File: src/rtl/pps_pkg.sv
`default_nettype none

package pps_pkg;

	localparam int TIME_W = 21;
	localparam int VAL_W  = 16;
	localparam int NUM_W  = 5;

	localparam logic [TIME_W-1:0] TIME_MAX = 21'h1F_FFFF;

	localparam logic OP_LOAD = 1'b0;
	localparam logic OP_TICK = 1'b1;

	typedef struct packed {
		logic                    op;
		logic [VAL_W-1:0]        arrival_time;
		logic [VAL_W-1:0]        burst_length;
		logic signed [VAL_W-1:0] priority_level;
	} in_word_t;

	typedef struct packed {
		logic [NUM_W-1:0]  running_task;
		logic              task_finished;
		logic [TIME_W-1:0] turnaround;
		logic [TIME_W-1:0] waiting;
		logic              all_finished;
		logic [TIME_W-1:0] now;
		logic              load_rejected;
	} out_word_t;

	// one table row as stored in the task RAM
	typedef struct packed {
		logic [VAL_W-1:0]        arrival;
		logic [VAL_W-1:0]        burst;
		logic signed [VAL_W-1:0] prio;
		logic [VAL_W-1:0]        remain;
	} task_entry_t;

	typedef struct packed {
		logic capture;     // latch the accepted input word
		logic scan_start;  // clear scan index and best candidate
		logic scan_step;   // read the next table row
		logic commit;      // write back, update counters, load output register
	} dp_cmd_t;

	typedef struct packed {
		logic scan_done;   // every loaded row has been read
		logic out_free;    // output register can take a word this cycle
	} dp_stat_t;

endpackage

`default_nettype wire

File: src/rtl/pps_ram.sv
`default_nettype none

module pps_ram #(
	parameter int WIDTH = 64,
	parameter int DEPTH = 16
) (
	input  wire logic                     clk,
	input  wire logic                     we,
	input  wire logic [$clog2(DEPTH)-1:0] waddr,
	input  wire logic [WIDTH-1:0]         wdata,
	input  wire logic                     re,
	input  wire logic [$clog2(DEPTH)-1:0] raddr,
	output logic      [WIDTH-1:0]         rdata
);

	logic [WIDTH-1:0] mem_q [DEPTH];

	always_ff @(posedge clk) begin
		if (we) begin
			mem_q[waddr] <= wdata;
		end
		if (re) begin
			rdata <= mem_q[raddr];
		end
	end

endmodule

`default_nettype wire

File: src/rtl/pps_ctrl.sv
`default_nettype none

module pps_ctrl (
	input  wire logic              clk,
	input  wire logic              arst_n,
	input  wire logic              in_valid,
	input  wire logic              in_op,
	output logic                   in_ready,
	input  wire pps_pkg::dp_stat_t stat,
	output pps_pkg::dp_cmd_t       cmd
);

	import pps_pkg::*;

	typedef enum logic [3:0] {
		ST_IDLE   = 4'b0001,
		ST_SCAN   = 4'b0010,
		ST_DRAIN  = 4'b0100,
		ST_COMMIT = 4'b1000
	} state_t;

	state_t state_q, state_d;

	assign in_ready = (state_q == ST_IDLE);

	always_comb begin
		state_d = state_q;
		cmd     = '0;
		case (state_q)
			ST_IDLE: begin
				if (in_valid) begin
					cmd.capture    = 1'b1;
					cmd.scan_start = (in_op == OP_TICK);
					state_d        = (in_op == OP_TICK) ? ST_SCAN : ST_COMMIT;
				end
			end
			ST_SCAN: begin
				if (!stat.scan_done) begin
					cmd.scan_step = 1'b1;
				end else begin
					state_d = ST_DRAIN;
				end
			end
			ST_DRAIN: begin
				// the last row read was already compared in ST_SCAN; this state only waits
				state_d = ST_COMMIT;
			end
			ST_COMMIT: begin
				if (stat.out_free) begin
					cmd.commit = 1'b1;
					state_d    = ST_IDLE;
				end
			end
			default: begin
				state_d = ST_IDLE;
			end
		endcase
	end

	always_ff @(posedge clk or negedge arst_n) begin
		if (!arst_n) begin
			state_q <= ST_IDLE;
		end else begin
			state_q <= state_d;
		end
	end

endmodule

`default_nettype wire

File: src/rtl/pps_datapath.sv
`default_nettype none

module pps_datapath #(
	parameter int MAX_TASKS = 16
) (
	input  wire logic              clk,
	input  wire logic              arst_n,
	input  wire pps_pkg::in_word_t in_data,
	input  wire pps_pkg::dp_cmd_t  cmd,
	output pps_pkg::dp_stat_t      stat,
	output logic                   out_valid,
	input  wire logic              out_ready,
	output pps_pkg::out_word_t     out_data
);

	import pps_pkg::*;

	localparam int CW = $clog2(MAX_TASKS + 1);
	localparam int IW = $clog2(MAX_TASKS);
	localparam int EW = $bits(task_entry_t);

	in_word_t                in_q;
	logic [CW-1:0]           task_count_q;
	logic [CW-1:0]           fin_count_q;
	logic [TIME_W-1:0]       cur_time_q;
	logic                    started_q;

	logic [CW-1:0]           idx_q;
	logic                    rd_valid_s1;
	logic [IW-1:0]           rd_idx_s1;
	logic                    found_q;
	logic [IW-1:0]           best_idx_q;
	logic [VAL_W-1:0]        best_arr_q;
	logic [VAL_W-1:0]        best_bur_q;
	logic signed [VAL_W-1:0] best_pri_q;
	logic [VAL_W-1:0]        best_rem_q;

	logic                    out_valid_q;
	out_word_t               out_q;

	logic                    ram_we;
	logic [IW-1:0]           ram_waddr;
	task_entry_t             ram_wentry;
	logic [EW-1:0]           ram_rdata;
	task_entry_t             rd_entry;

	logic                    is_tick;
	logic                    rd_ready;
	logic                    rd_better;
	logic                    load_ok;
	logic                    finish;
	logic [TIME_W-1:0]       next_time;
	logic [TIME_W-1:0]       tat;
	logic [TIME_W-1:0]       wait_t;
	logic [CW-1:0]           task_count_d;
	logic [CW-1:0]           fin_count_d;
	out_word_t               result;

	pps_ram #(
		.WIDTH(EW),
		.DEPTH(MAX_TASKS)
	) u_ram (
		.clk  (clk),
		.we   (ram_we),
		.waddr(ram_waddr),
		.wdata(ram_wentry),
		.re   (cmd.scan_step),
		.raddr(idx_q[IW-1:0]),
		.rdata(ram_rdata)
	);

	assign rd_entry = task_entry_t'(ram_rdata);
	assign is_tick  = (in_q.op == OP_TICK);

	assign stat.scan_done = (idx_q == task_count_q);
	assign stat.out_free  = !out_valid_q || out_ready;

	// candidate compare on the row read last cycle
	assign rd_ready  = (TIME_W'(rd_entry.arrival) <= cur_time_q) && (rd_entry.remain != '0);
	assign rd_better = !found_q || ($signed(rd_entry.prio) > $signed(best_pri_q));

	assign load_ok = !started_q && (task_count_q != CW'(MAX_TASKS))
		&& (in_q.burst_length != '0);

	assign next_time = (cur_time_q < TIME_MAX) ? cur_time_q + TIME_W'(1) : cur_time_q;
	assign finish    = is_tick && found_q && (best_rem_q == VAL_W'(1));
	assign tat       = (next_time > TIME_W'(best_arr_q)) ? next_time - TIME_W'(best_arr_q) : '0;
	assign wait_t    = (tat > TIME_W'(best_bur_q)) ? tat - TIME_W'(best_bur_q) : '0;

	always_comb begin
		task_count_d = task_count_q;
		fin_count_d  = fin_count_q;
		ram_we       = 1'b0;
		ram_waddr    = best_idx_q;
		ram_wentry   = '{arrival: best_arr_q, burst: best_bur_q, prio: best_pri_q,
			remain: best_rem_q - VAL_W'(1)};
		result       = '0;
		if (is_tick) begin
			ram_we = cmd.commit && found_q;
			if (finish) begin
				fin_count_d          = fin_count_q + CW'(1);
				result.task_finished = 1'b1;
				result.turnaround    = tat;
				result.waiting       = wait_t;
			end
			if (found_q) begin
				result.running_task = NUM_W'(CW'(best_idx_q) + CW'(1));
			end
			result.now = next_time;
		end else begin
			ram_waddr  = task_count_q[IW-1:0];
			ram_wentry = '{arrival: in_q.arrival_time, burst: in_q.burst_length,
				prio: in_q.priority_level, remain: in_q.burst_length};
			ram_we     = cmd.commit && load_ok;
			if (load_ok) begin
				task_count_d = task_count_q + CW'(1);
			end
			result.load_rejected = !load_ok;
			result.now           = cur_time_q;
		end
		result.all_finished = (fin_count_d == task_count_d);
	end

	// control state
	always_ff @(posedge clk or negedge arst_n) begin
		if (!arst_n) begin
			task_count_q <= '0;
			fin_count_q  <= '0;
			cur_time_q   <= '0;
			started_q    <= 1'b0;
			idx_q        <= '0;
			rd_valid_s1  <= 1'b0;
			found_q      <= 1'b0;
			out_valid_q  <= 1'b0;
		end else begin
			rd_valid_s1 <= cmd.scan_step;
			if (cmd.scan_start) begin
				idx_q   <= '0;
				found_q <= 1'b0;
			end else if (cmd.scan_step) begin
				idx_q <= idx_q + CW'(1);
			end
			if (rd_valid_s1 && rd_ready && rd_better) begin
				found_q <= 1'b1;
			end
			if (cmd.commit) begin
				task_count_q <= task_count_d;
				fin_count_q  <= fin_count_d;
				cur_time_q   <= result.now;
				if (is_tick) begin
					started_q <= 1'b1;
				end
				out_valid_q <= 1'b1;
			end else if (out_ready) begin
				out_valid_q <= 1'b0;
			end
		end
	end

	// payload
	always_ff @(posedge clk) begin
		if (cmd.capture) begin
			in_q <= in_data;
		end
		if (cmd.scan_step) begin
			rd_idx_s1 <= idx_q[IW-1:0];
		end
		if (rd_valid_s1 && rd_ready && rd_better) begin
			best_idx_q <= rd_idx_s1;
			best_arr_q <= rd_entry.arrival;
			best_bur_q <= rd_entry.burst;
			best_pri_q <= rd_entry.prio;
			best_rem_q <= rd_entry.remain;
		end
		if (cmd.commit) begin
			out_q <= result;
		end
	end

	assign out_valid = out_valid_q;
	assign out_data  = out_q;

endmodule

`default_nettype wire

File: src/rtl/preemptive_priority_scheduler.sv
// Preemptive priority scheduler.
// Input channel (in_valid / in_ready / in_data): each word is either a load,
// which appends one task (arrival, burst, signed priority) to the table unless
// rejected, or a tick, which serves one time unit. Output channel (out_valid /
// out_ready / out_data): exactly one word per input word, in order.
// On a tick the table is read one row per cycle from the task RAM; the
// arrived, unfinished row with the highest priority wins, lowest slot on a
// tie. A tick passes from acceptance through the scan, drain and commit
// steps; a load goes straight to its commit step. The row-by-row RAM scan
// makes a tick take longer as more tasks are loaded.
// One item is in work at a time; in_ready is high only while the controller
// is idle. The output register holds a finished word, so the next input word
// is accepted while the previous result still waits for out_ready; a new
// result stalls in its commit step only while that register is still full.
// Reset clears the task count, finished count, time and started flag; the
// table RAM is not cleared, since only loaded rows are ever read.
`default_nettype none

module preemptive_priority_scheduler #(
	parameter int MAX_TASKS = 16
) (
	input  wire logic               clk,
	input  wire logic               arst_n,
	input  wire logic               in_valid,
	output logic                    in_ready,
	input  wire pps_pkg::in_word_t  in_data,
	output logic                    out_valid,
	input  wire logic               out_ready,
	output pps_pkg::out_word_t      out_data
);

	import pps_pkg::*;

	// command and status between the sequencer and the datapath
	dp_cmd_t  cmd;
	dp_stat_t stat;

	// sequencer: idle, scan the table, drain, commit
	pps_ctrl u_ctrl (
		.clk     (clk),
		.arst_n  (arst_n),
		.in_valid(in_valid),
		.in_op   (in_data.op),
		.in_ready(in_ready),
		.stat    (stat),
		.cmd     (cmd)
	);

	// table RAM, best-candidate registers, counters, time and output register
	pps_datapath #(
		.MAX_TASKS(MAX_TASKS)
	) u_dp (
		.clk      (clk),
		.arst_n   (arst_n),
		.in_data  (in_data),
		.cmd      (cmd),
		.stat     (stat),
		.out_valid(out_valid),
		.out_ready(out_ready),
		.out_data (out_data)
	);

endmodule

`default_nettype wire

File: config.mk
export PLATFORM = sky130hd
export DESIGN_NAME = preemptive_priority_scheduler
export DESIGN_NICKNAME = d
export VERILOG_FILES = /design/src/rtl/pps_pkg.sv /design/src/rtl/pps_ram.sv /design/src/rtl/pps_ctrl.sv /design/src/rtl/pps_datapath.sv /design/src/rtl/preemptive_priority_scheduler.sv
export SDC_FILE = /design/constraint.sdc
export NUM_CORES = 1
export LEC_CHECK = 0
export ABC_AREA = 1
export BUFFER_PORTS_ARGS = -buffer_cell sky130_fd_sc_hd__buf_2
export CORE_MARGIN = 1.5
export CORE_UTILIZATION = 35
export DETAILED_ROUTE_END_ITERATION = 10
export HOLD_SLACK_MARGIN = 0.05
export MAX_ROUTING_LAYER = met4
export SYNTH_ARGS = -nofsm -noshare
export SYNTH_HDL_FRONTEND = slang
export SYNTH_HIERARCHICAL = 1
export SYNTH_SLANG_ARGS = --single-unit
File: constraint.sdc
create_clock -name clk -period 11.3 [get_ports clk]
set_input_delay 1.695 -clock clk [delete_from_list [all_inputs] [get_ports clk]]
set_output_delay 1.695 -clock clk [all_outputs]
set_load 0.02 [all_outputs]
==> results of run 1 <==
-- power by group through the flow --
stage	clock network [mW]	registers (mW)	logic, mW
after detailed placement	0	6.35	4.95
after global routing	4.80	6.28	5.54
after floorplan	0	6.28	3.57
final	4.52	6.25	4.97
after CTS	4.61	6.25	4.98
after global placement	0	6.35	4.94
-- cells in the final DEF, fill, tap and decap left out, types with 4 or more instances in the layout --
| cell type | n |
|---|---|
| sky130_fd_sc_hd__edfxtp_1 | 1280 |
| sky130_fd_sc_hd__diode_2 | 5 |
| sky130_fd_sc_hd__a21o_1 | 6 |
| sky130_fd_sc_hd__o21bai_1 | 5 |
| sky130_fd_sc_hd__nand2_2 | 14 |
| sky130_fd_sc_hd__nor3_1 | 34 |
| sky130_fd_sc_hd__clkbuf_16 | 145 |
| sky130_fd_sc_hd__inv_6 | 4 |
| sky130_fd_sc_hd__clkbuf_1 | 37 |
| sky130_fd_sc_hd__o21ai_1 | 8 |
| sky130_fd_sc_hd__nand2_4 | 4 |
| sky130_fd_sc_hd__a21oi_1 | 54 |
| sky130_fd_sc_hd__xor2_1 | 40 |
| sky130_fd_sc_hd__nand2_1 | 1654 |
| sky130_fd_sc_hd__clkinv_1 | 31 |
| sky130_fd_sc_hd__buf_2 | 125 |
| sky130_fd_sc_hd__clkinv_2 | 23 |
| sky130_fd_sc_hd__nand4_1 | 18 |
| sky130_fd_sc_hd__buf_4 | 100 |
| sky130_fd_sc_hd__nor2_1 | 108 |
| sky130_fd_sc_hd__ha_1 | 72 |
| sky130_fd_sc_hd__xnor2_1 | 27 |
| sky130_fd_sc_hd__nor4_1 | 9 |
| sky130_fd_sc_hd__nor2_4 | 22 |
| sky130_fd_sc_hd__nand3_1 | 816 |
| sky130_fd_sc_hd__inv_4 | 4 |
| sky130_fd_sc_hd__inv_1 | 937 |
| sky130_fd_sc_hd__dfrtp_4 | 4 |
| sky130_fd_sc_hd__nand3b_1 | 4 |
| sky130_fd_sc_hd__nand3_2 | 7 |
| sky130_fd_sc_hd__dfrtp_1 | 39 |
| sky130_fd_sc_hd__bufinv_16 | 9 |
| sky130_fd_sc_hd__o21ai_0 | 122 |
| sky130_fd_sc_hd__nor2_2 | 31 |
-- flip-flops by register name (all words and copies together), names as in the netlist, 4 cells and up --
name	flops
u_dp/out_data	71
u_ctrl/state_q	4
u_dp/task_count_q	5
u_dp/best_arr_q	16
u_dp/u_ram/rdata	64
u_dp/best_rem_q	16
u_dp/u_ram/mem_q	1024
u_dp/best_idx_q	4
u_dp/idx_q	5
u_dp/in_q	48
u_dp/cur_time_q	21
u_dp/best_bur_q	16
u_dp/rd_idx_s1	4
u_dp/fin_count_q	5
u_dp/best_pri_q	16
-- routing by layer --
metal  vias to the layer above  track usage (%)  wire length (um)
met1                     18800             26.1             70800
met5                         -                -                 0
met4                         0             5.01              3360
met3                       222             2.87             11300
met2                      1422             29.4             72900
li1                      18600                -                 -
-- worst max-delay path: cells and delay by family, from the launching register on --
family	cells	cell delay [ns]
xor+xnor	2	0.53
simple gates	19	2.34
fa+ha+maj	2	0.71
buf+inv	4	0.60
compound gates	7	1.79
flops	1	0.42
-- worst min-delay path by stage --
stage / startpoint / end / cells past startpoint
3_3_place_gp: u_dp/u_ram/rdata[41] / u_dp/best_bur_q[9] / 0
6_report: u_dp/rd_idx_s1[2] / u_dp/best_idx_q[2] / 0
2_1_floorplan: u_dp/u_ram/rdata[32] / u_dp/best_bur_q[0] / 0
5_1_grt: u_dp/u_ram/rdata[43] / u_dp/best_bur_q[11] / 0
3_5_place_dp: u_dp/u_ram/rdata[42] / u_dp/best_bur_q[10] / 0
4_1_cts: u_dp/u_ram/rdata[42] / u_dp/best_bur_q[10] / 0
-- area by class of cell --
| type | instances | area share (%) |
|---|---|---|
| Sequential cell | 1324 | 59.6 |
| Multi-Input combinational cell | 3091 | 21.9 |
| Clock buffer | 182 | 5.68 |
| Inverter | 945 | 5.41 |
| Tap cell | 2204 | 4.16 |
| Timing Repair Buffer | 227 | 2.13 |
| Clock inverter | 77 | 1.09 |
| Antenna cell | 5 | 0.0189 |
-- through the flow --
step | power (mW) | setup WS [ns] | util [%] | instance area (um^2)
6_report | 15.7 | 4.63 | 39.7 | 66400
5_1_grt | 16.6 | 3.85 | 39.7 | 66400
4_1_cts | 15.8 | 4.63 | 39.7 | 66300
3_5_place_dp | 11.3 | 4.66 | 37.0 | 61800
3_3_place_gp | 11.3 | 4.75 | 37.0 | 61800
2_1_floorplan | 9.85 | 1.85 | - | 59000
-- cell families after synthesis --
kind of cell | after synthesis
simple gates | 2731
flops | 1324
buf+inv | 1188
compound gates | 217
fa+ha+maj | 74
xor+xnor | 68
mux | 1
==> summary.json, run 1 <==
{
  "outcome": "finished, final reports clean",
  "worst-r2r-setup-slack_ns": 4.63,
  "crit_arrival_ns": 7.17,
  "power.static_leakage_nw": 27.4,
  "synthFlopType": "sky130_fd_sc_hd__edfxtp_1",
  "dpl.hpwl_mm": 89.7,
  "share_of_flip_flops_with_an_asynchronous_set_or_reset_pct": 3.32,
  "multi_input_comb_area_mm2": 0.0145,
  "combinational_family_with_the_most_area_after_synthesis": "simple AND/OR/NAND/NOR gates",
  "detail_route.wirelength_mm": 158,
  "post_synthesis_compound_gate_area_fraction_pct": 2.00,
  "worst_slew_pin_slew_ns": 1.22,
  "synth_enable_flop_cells": 1280,
  "cts_inserted_buffers": 143,
  "remaining_drc_errors": 0,
  "post_route_cells_drive_above_1_share_pct": 8.86,
  "floorplan.die_area_mm2": 0.171,
  "p_switching_mw": 5.69,
  "nNetsFinal": 5859,
  "final_hold_viol_count": 0,
  "power_frac_comb_pct": 31.6,
  "start_kind": "flip-flop",
  "setup.worst_path.class": "flip-flop to flip-flop",
  "post_cts_repair_resize_count": 0,
  "worst_setup_endpoint": "u_dp/out_data[41]",
  "core.rowCount": 150,
  "number_of_nets_produced_by_synthesis": 5730,
  "timing_limited_maximum_frequency_mhz": 150,
  "detail_route.iter0.violations": 3921,
  "initial_core_util_pct": 35.3,
  "yosys.area.top_type_share_pct": 65.2,
  "number_of_standard_cells_in_the_final_layout_excluding_fillers": 8055,
  "cts_tree": "built",
  "post-place-cells": 7791,
  "p_seq_share_pct": 39.7,
  "p_int_mw": 10.0,
  "die_wd_um": 414,
  "pwr-share-clk_pct": 28.7,
  "grt_usage_pct": 19.0,
  "cts.root.buffer_cell": "sky130_fd_sc_hd__clkbuf_16",
  "antenna_violations_before_repair": 7,
  "vdd_drop_max_v": 0.000185,
  "wl_per_cell_um": 19.7,
  "overflow": 0,
  "synth_cell_types": 56,
  "layout.filler_cells": 15900,
  "hold_removal_path_class": "flip-flop to flip-flop",
  "critPathLaunch": "u_dp/cur_time_q[18]",
  "yosys.area.top_type": "sky130_fd_sc_hd__edfxtp_1",
  "rr_worst_depth": 34,
  "postSynthAreaPerCell_um2": 10.5,
  "grt_max_degree": 189,
  "fin_tns_setup_ns": 0,
  "clkLatencyLatePin_ns": 0.79,
  "crit_slowest_cell": "sky130_fd_sc_hd__a211oi_1",
  "timing.critical_path.required_ns": 11.81,
  "place.port_buffers": 125,
  "cell_area_synth_mm2": 0.0590,
  "reg_clk_slew_reported_paths_ns": 0.06,
  "synth-seq-cells": 1324,
  "cts.sink_count": 1324,
  "gpl.final_weighted_congestion": 0.872,
  "core-area_mm2": 0.167,
  "power_per_cell_area_mw_per_mm2": 237,
  "post_synth_mux_area_share_pct": 0.0170,
  "final.hold.worst_slack_ns": 0.416,
  "r2r_startpoint": "u_dp/cur_time_q[18]",
  "timing.rr.end": "u_dp/out_data[41]",
  "ff_latch_area_mm2": 0.0396,
  "cts_setup_buffers": 0,
  "detail_route.vias_per_cell": 4.85,
  "maxCapViolCount": 0,
  "finClkSkew_ns": 0.0387,
  "timing.critical_path.fanout_max": 32,
  "synthMostInstantiatedCell": "sky130_fd_sc_hd__nand2_1",
  "cts_htree_levels": 4,
  "cts-root-to-sink-buffers": 3,
  "vias": 39100,
  "relSlewSlack_pct": 18.4,
  "dieHeight_um": 414,
  "synth-xor-area-share_pct": 1.02,
  "maxSlewViolCount": 0,
  "timing.final.setup_violations": 0,
  "hold_buffers": 0,
  "top_level_ports": 126,
  "ys_warn_count": 6,
  "post-route-min-period_ns": 6.67,
  "switching_share_pct": 36.2,
  "synth.area.top_cells": "sky130_fd_sc_hd__edfxtp_1, sky130_fd_sc_hd__nand2_1, sky130_fd_sc_hd__nand3_1",
  "grt_first_pass_wirelength_mm": 236,
  "critPathMaxStageDelay_ns": 0.43,
  "areaGrowthSynthToFinish_pct": 12.5,
  "sequential_to_total_area_share_from_yosys_stat_pct": 67.0,
  "worst_path_most_repeated_cell": "sky130_fd_sc_hd__nand2_1",
  "grt_setup_unrepaired": "no",
  "antenna_violating_nets_post_route": 0,
  "synthSimpleGateAreaFrac_pct": 19.8,
  "synthTopCellsByCount": "sky130_fd_sc_hd__nand2_1, sky130_fd_sc_hd__edfxtp_1, sky130_fd_sc_hd__inv_1",
  "yosys.area_share.adder_pct": 1.59,
  "syn-instance-count": 5603,
  "first_global_vias": 37100,
  "timing.critical_path.to_type": "flip-flop",
  "firstDrtPassIters": 5,
  "post-route-period-util_pct": 59.0
}
(Power assumes the default switching activity.)
==> run 2: changes to the inputs <==
ABC_AREA = 0   (was 1)
clock period = 5.5 ns   (was 11.3 ns; I/O delays follow)
==> summary.json, run 2 <==
{
  "yosys.area.top_type_share_pct": 72.5,
  "ant_cells": 0,
  "antenna_violating_nets_post_route": 0,
  "dpl.hpwl_mm": 74.6,
  "syn-instance-count": 2761,
  "clkLatencyLatePin_ns": 0.78,
  "hold_removal_path_class": "input port to asynchronous set/reset pin",
  "timing_limited_maximum_frequency_mhz": 182,
  "antenna_violations_before_repair": 0,
  "core.rowCount": 142,
  "overflow": 0,
  "critPathMaxStageDelay_ns": 0.41,
  "outcome": "finished, final reports clean",
  "final_hold_viol_count": 0,
  "timing.critical_path.to_type": "flip-flop",
  "grt_setup_unrepaired": "yes",
  "cts.sink_count": 1324,
  "r2r_startpoint": "u_dp/cur_time_q[4]",
  "detail_route.vias_per_cell": 5.25,
  "die_wd_um": 392,
  "largest_register_ff_count": 1024,
  "timing.critical_path.required_ns": 6.00,
  "final.hold.worst_slack_ns": 0.188,
  "cts_htree_levels": 4,
  "synth_enable_flop_cells": 1280,
  "vias": 27500,
  "ys_warn_count": 6,
  "top_level_ports": 126,
  "firstDrtPassIters": 5,
  "timing.rr.end": "u_dp/out_data[26]",
  "remaining_drc_errors": 0,
  "floorplan.die_area_mm2": 0.154,
  "timing.critical_path.fanout_max": 6,
  "nNetsFinal": 3237,
  "yosys.area.top_type": "sky130_fd_sc_hd__edfxtp_1",
  "fin_area_mm2": 0.0623,
  "hold_buffers": 0,
  "grt_first_pass_wirelength_mm": 193,
  "cts_tree": "built",
  "reg_clk_slew_reported_paths_ns": 0.06,
  "detail_route.iter0.violations": 2613,
  "post-place-cells": 4956,
  "post-route-period-util_pct": 99.9,
  "detail_route.wirelength_mm": 132,
  "power.static_leakage_nw": 20.3,
  "vdd_drop_max_v": 0.000340,
  "critical_path.cell_chain": "nand4_1 > or3_4 > or3_4 > nand2_1 > xnor2_1 > ha_1 > buf_4 > a211oi_1 > o21ai_1 > a41oi_2 > nor2b_2 > o21a_1 > nor2_1 > xnor2_1 > and2_1 > ha_1 > nand4_1 > nor2_1 > o21ai_1 > o211ai_1 > a221oi_2 > a21o_1 > a31o_4 > nor3b_2",
  "worst_path_dominant_cell_family": "compound AO/OA/AOI/OAI gates",
  "layout.cells.most_common_list": "sky130_fd_sc_hd__edfxtp_1, sky130_fd_sc_hd__mux4_2, sky130_fd_sc_hd__buf_4",
  "layout_commonest_cell": "sky130_fd_sc_hd__edfxtp_1",
  "maxCapViolCount": 0,
  "grt_max_degree": 117,
  "postSynthAreaPerCell_um2": 19.2,
  "crit_slowest_cell": "sky130_fd_sc_hd__or3_4",
  "placedInstanceArea_mm2": 0.0574,
  "areaGrowthSynthToFinish_pct": 17.5,
  "fin_tns_setup_ns": 0,
  "initial_core_util_pct": 35.3,
  "cts_inserted_buffers": 138,
  "post-route-min-period_ns": 5.49,
  "first_global_vias": 27800,
  "start_kind": "flip-flop",
  "cp_num_buf_inv": 1,
  "cell_area_synth_mm2": 0.0530,
  "synthTopCellsByCount": "sky130_fd_sc_hd__edfxtp_1, sky130_fd_sc_hd__mux4_2, sky130_fd_sc_hd__nand2_1",
  "power_per_cell_area_mw_per_mm2": 425,
  "cts.root.buffer_cell": "sky130_fd_sc_hd__clkbuf_16",
  "synth.area.top_cells": "sky130_fd_sc_hd__edfxtp_1, sky130_fd_sc_hd__mux4_2, sky130_fd_sc_hd__dfrtp_1",
  "worst_slew_pin_slew_ns": 1.31,
  "number_of_nets_produced_by_synthesis": 2888,
  "crit_arrival_ns": 6.00,
  "number_of_standard_cells_in_the_final_layout_excluding_fillers": 5232,
  "synth-seq-cells": 1324,
  "sequential_to_total_area_share_from_yosys_stat_pct": 74.6,
  "synth_cell_types": 72,
  "setup.worst_path.class": "flip-flop to flip-flop",
  "share_of_flip_flops_with_an_asynchronous_set_or_reset_pct": 3.32,
  "wl_per_cell_um": 25.3,
  "finClkSkew_ns": 0.0381,
  "synthFlopType": "sky130_fd_sc_hd__edfxtp_1",
  "gpl.final_weighted_congestion": 0.929,
  "post_route_cells_drive_above_1_share_pct": 29.0,
  "place.port_buffers": 125,
  "largest_register_by_flop_count": "u_dp/u_ram/mem_q",
  "worst-r2r-setup-slack_ns": 0.006,
  "grt_usage_pct": 17.8,
  "timing.final.setup_violations": 0,
  "relSlewSlack_pct": 13.0,
  "dieHeight_um": 392,
  "cts-root-to-sink-buffers": 3,
  "synthMostInstantiatedCell": "sky130_fd_sc_hd__edfxtp_1",
  "core-area_mm2": 0.150,
  "rr_worst_depth": 24,
  "maxSlewViolCount": 0
}
run 2: changes by cell type in the layout (fill, tap and decap cells not counted), sizes merged, moves of 15 or more:
| cell | change |
|---|---|
| mux2 | +52 |
| a22oi | +128 |
| a21o | +15 |
| nor2 | -48 |
| nand3 | -794 |
| xnor2 | +62 |
| buf | +97 |
| mux4 | +256 |
| nor2b | +15 |
| inv | -859 |
| nand2 | -1539 |
| o21ai | -100 |
| and3 | +21 |
run 2: stage by stage:
stage,total power [mW],utilization (%),setup WS (ns)
after floorplan,16.1,-,-0.805
after global placement,17.5,38.3,-0.0691
after detailed placement,17.6,38.3,-0.169
after CTS,26.7,41.3,0.00193
after global routing,27.6,41.5,-0.190
final,26.5,41.5,0.00556
run 2: how the worst max path moves through the flow:
stage                                  start                     end  slack (ns)  depth (start not counted)
final                     u_dp/cur_time_q[4]       u_dp/out_data[26]       0.006                         24
after global routing      u_dp/cur_time_q[4]       u_dp/out_data[26]       -0.19                         25
after CTS                 u_dp/cur_time_q[3]       u_dp/out_data[26]       0.002                         25
after detailed placement  u_dp/cur_time_q[2]       u_dp/out_data[26]       -0.17                         26
after global placement    u_dp/cur_time_q[2]       u_dp/out_data[26]       -0.07                         26
after floorplan                    out_ready  u_dp/u_ram/mem_q[1][0]       -0.80                          7
run 2: logic make-up (layout without fill, tap and decap cells):
group | after synthesis | in the layout | share of synthesized area (%)
xor gates and xnor gates | 125 | 125 | 2.08
muxes | 311 | 311 | 12.0
and+or+nand+nor | 436 | 436 | 4.03
adders and majority gates | 74 | 74 | 1.77
AOI/OAI and AO/OA | 288 | 291 | 3.76
DFF | 1324 | 1324 | 74.6
buffers and inverters | 203 | 655 | 1.75
run 2: cell type report:
class | count | area, um^2
repair buffers | 324 | 2340
clock inverters | 68 | 626
flip-flops and latches | 1324 | 39500
multi-input cells | 1237 | 13200
clock buffers | 178 | 3710
inverters | 85 | 319
fillers | 13100 | 87800
well taps | 2016 | 2520
run 2: worst register-to-register path: cells and delay by family (launching register included):
kind	cells	cell delay, ns
AO/OA/AOI/OAI	9	1.99
AND/OR/NAND/NOR	10	1.84
flip-flops	1	0.38
adder cells (fa/ha/maj)	2	0.54
XOR/XNOR	2	0.31
buffers and inverters	1	0.16
run 2: timing repair:
| item | CTS | global route |
|---|---|---|
| gates resized for setup | 12 | 45 |
| cloned | 3 | 0 |
| pin swaps | 8 | 39 |
| setup buffers | 11 | 15 |
| setup endpoints to repair | 21 | 21 |
run 2: layer usage:
layer  vias up  wire (um)  global-route usage [%]  share of wire, %
met5         -          0                       -                 0
met4         0       2640                    4.73               2.0
met3       171       7600                    2.62               5.8
met2       930      64300                    28.3                49
met1     14500      57600                    23.9                44
li1      11800          -                       -                 -
run 2: report_power, final:
group          internal (mW)  switching, mW
Clock                   5.12           3.88
Combinational           2.45           2.82
Sequential              11.9          0.311
Total                   19.5           7.01
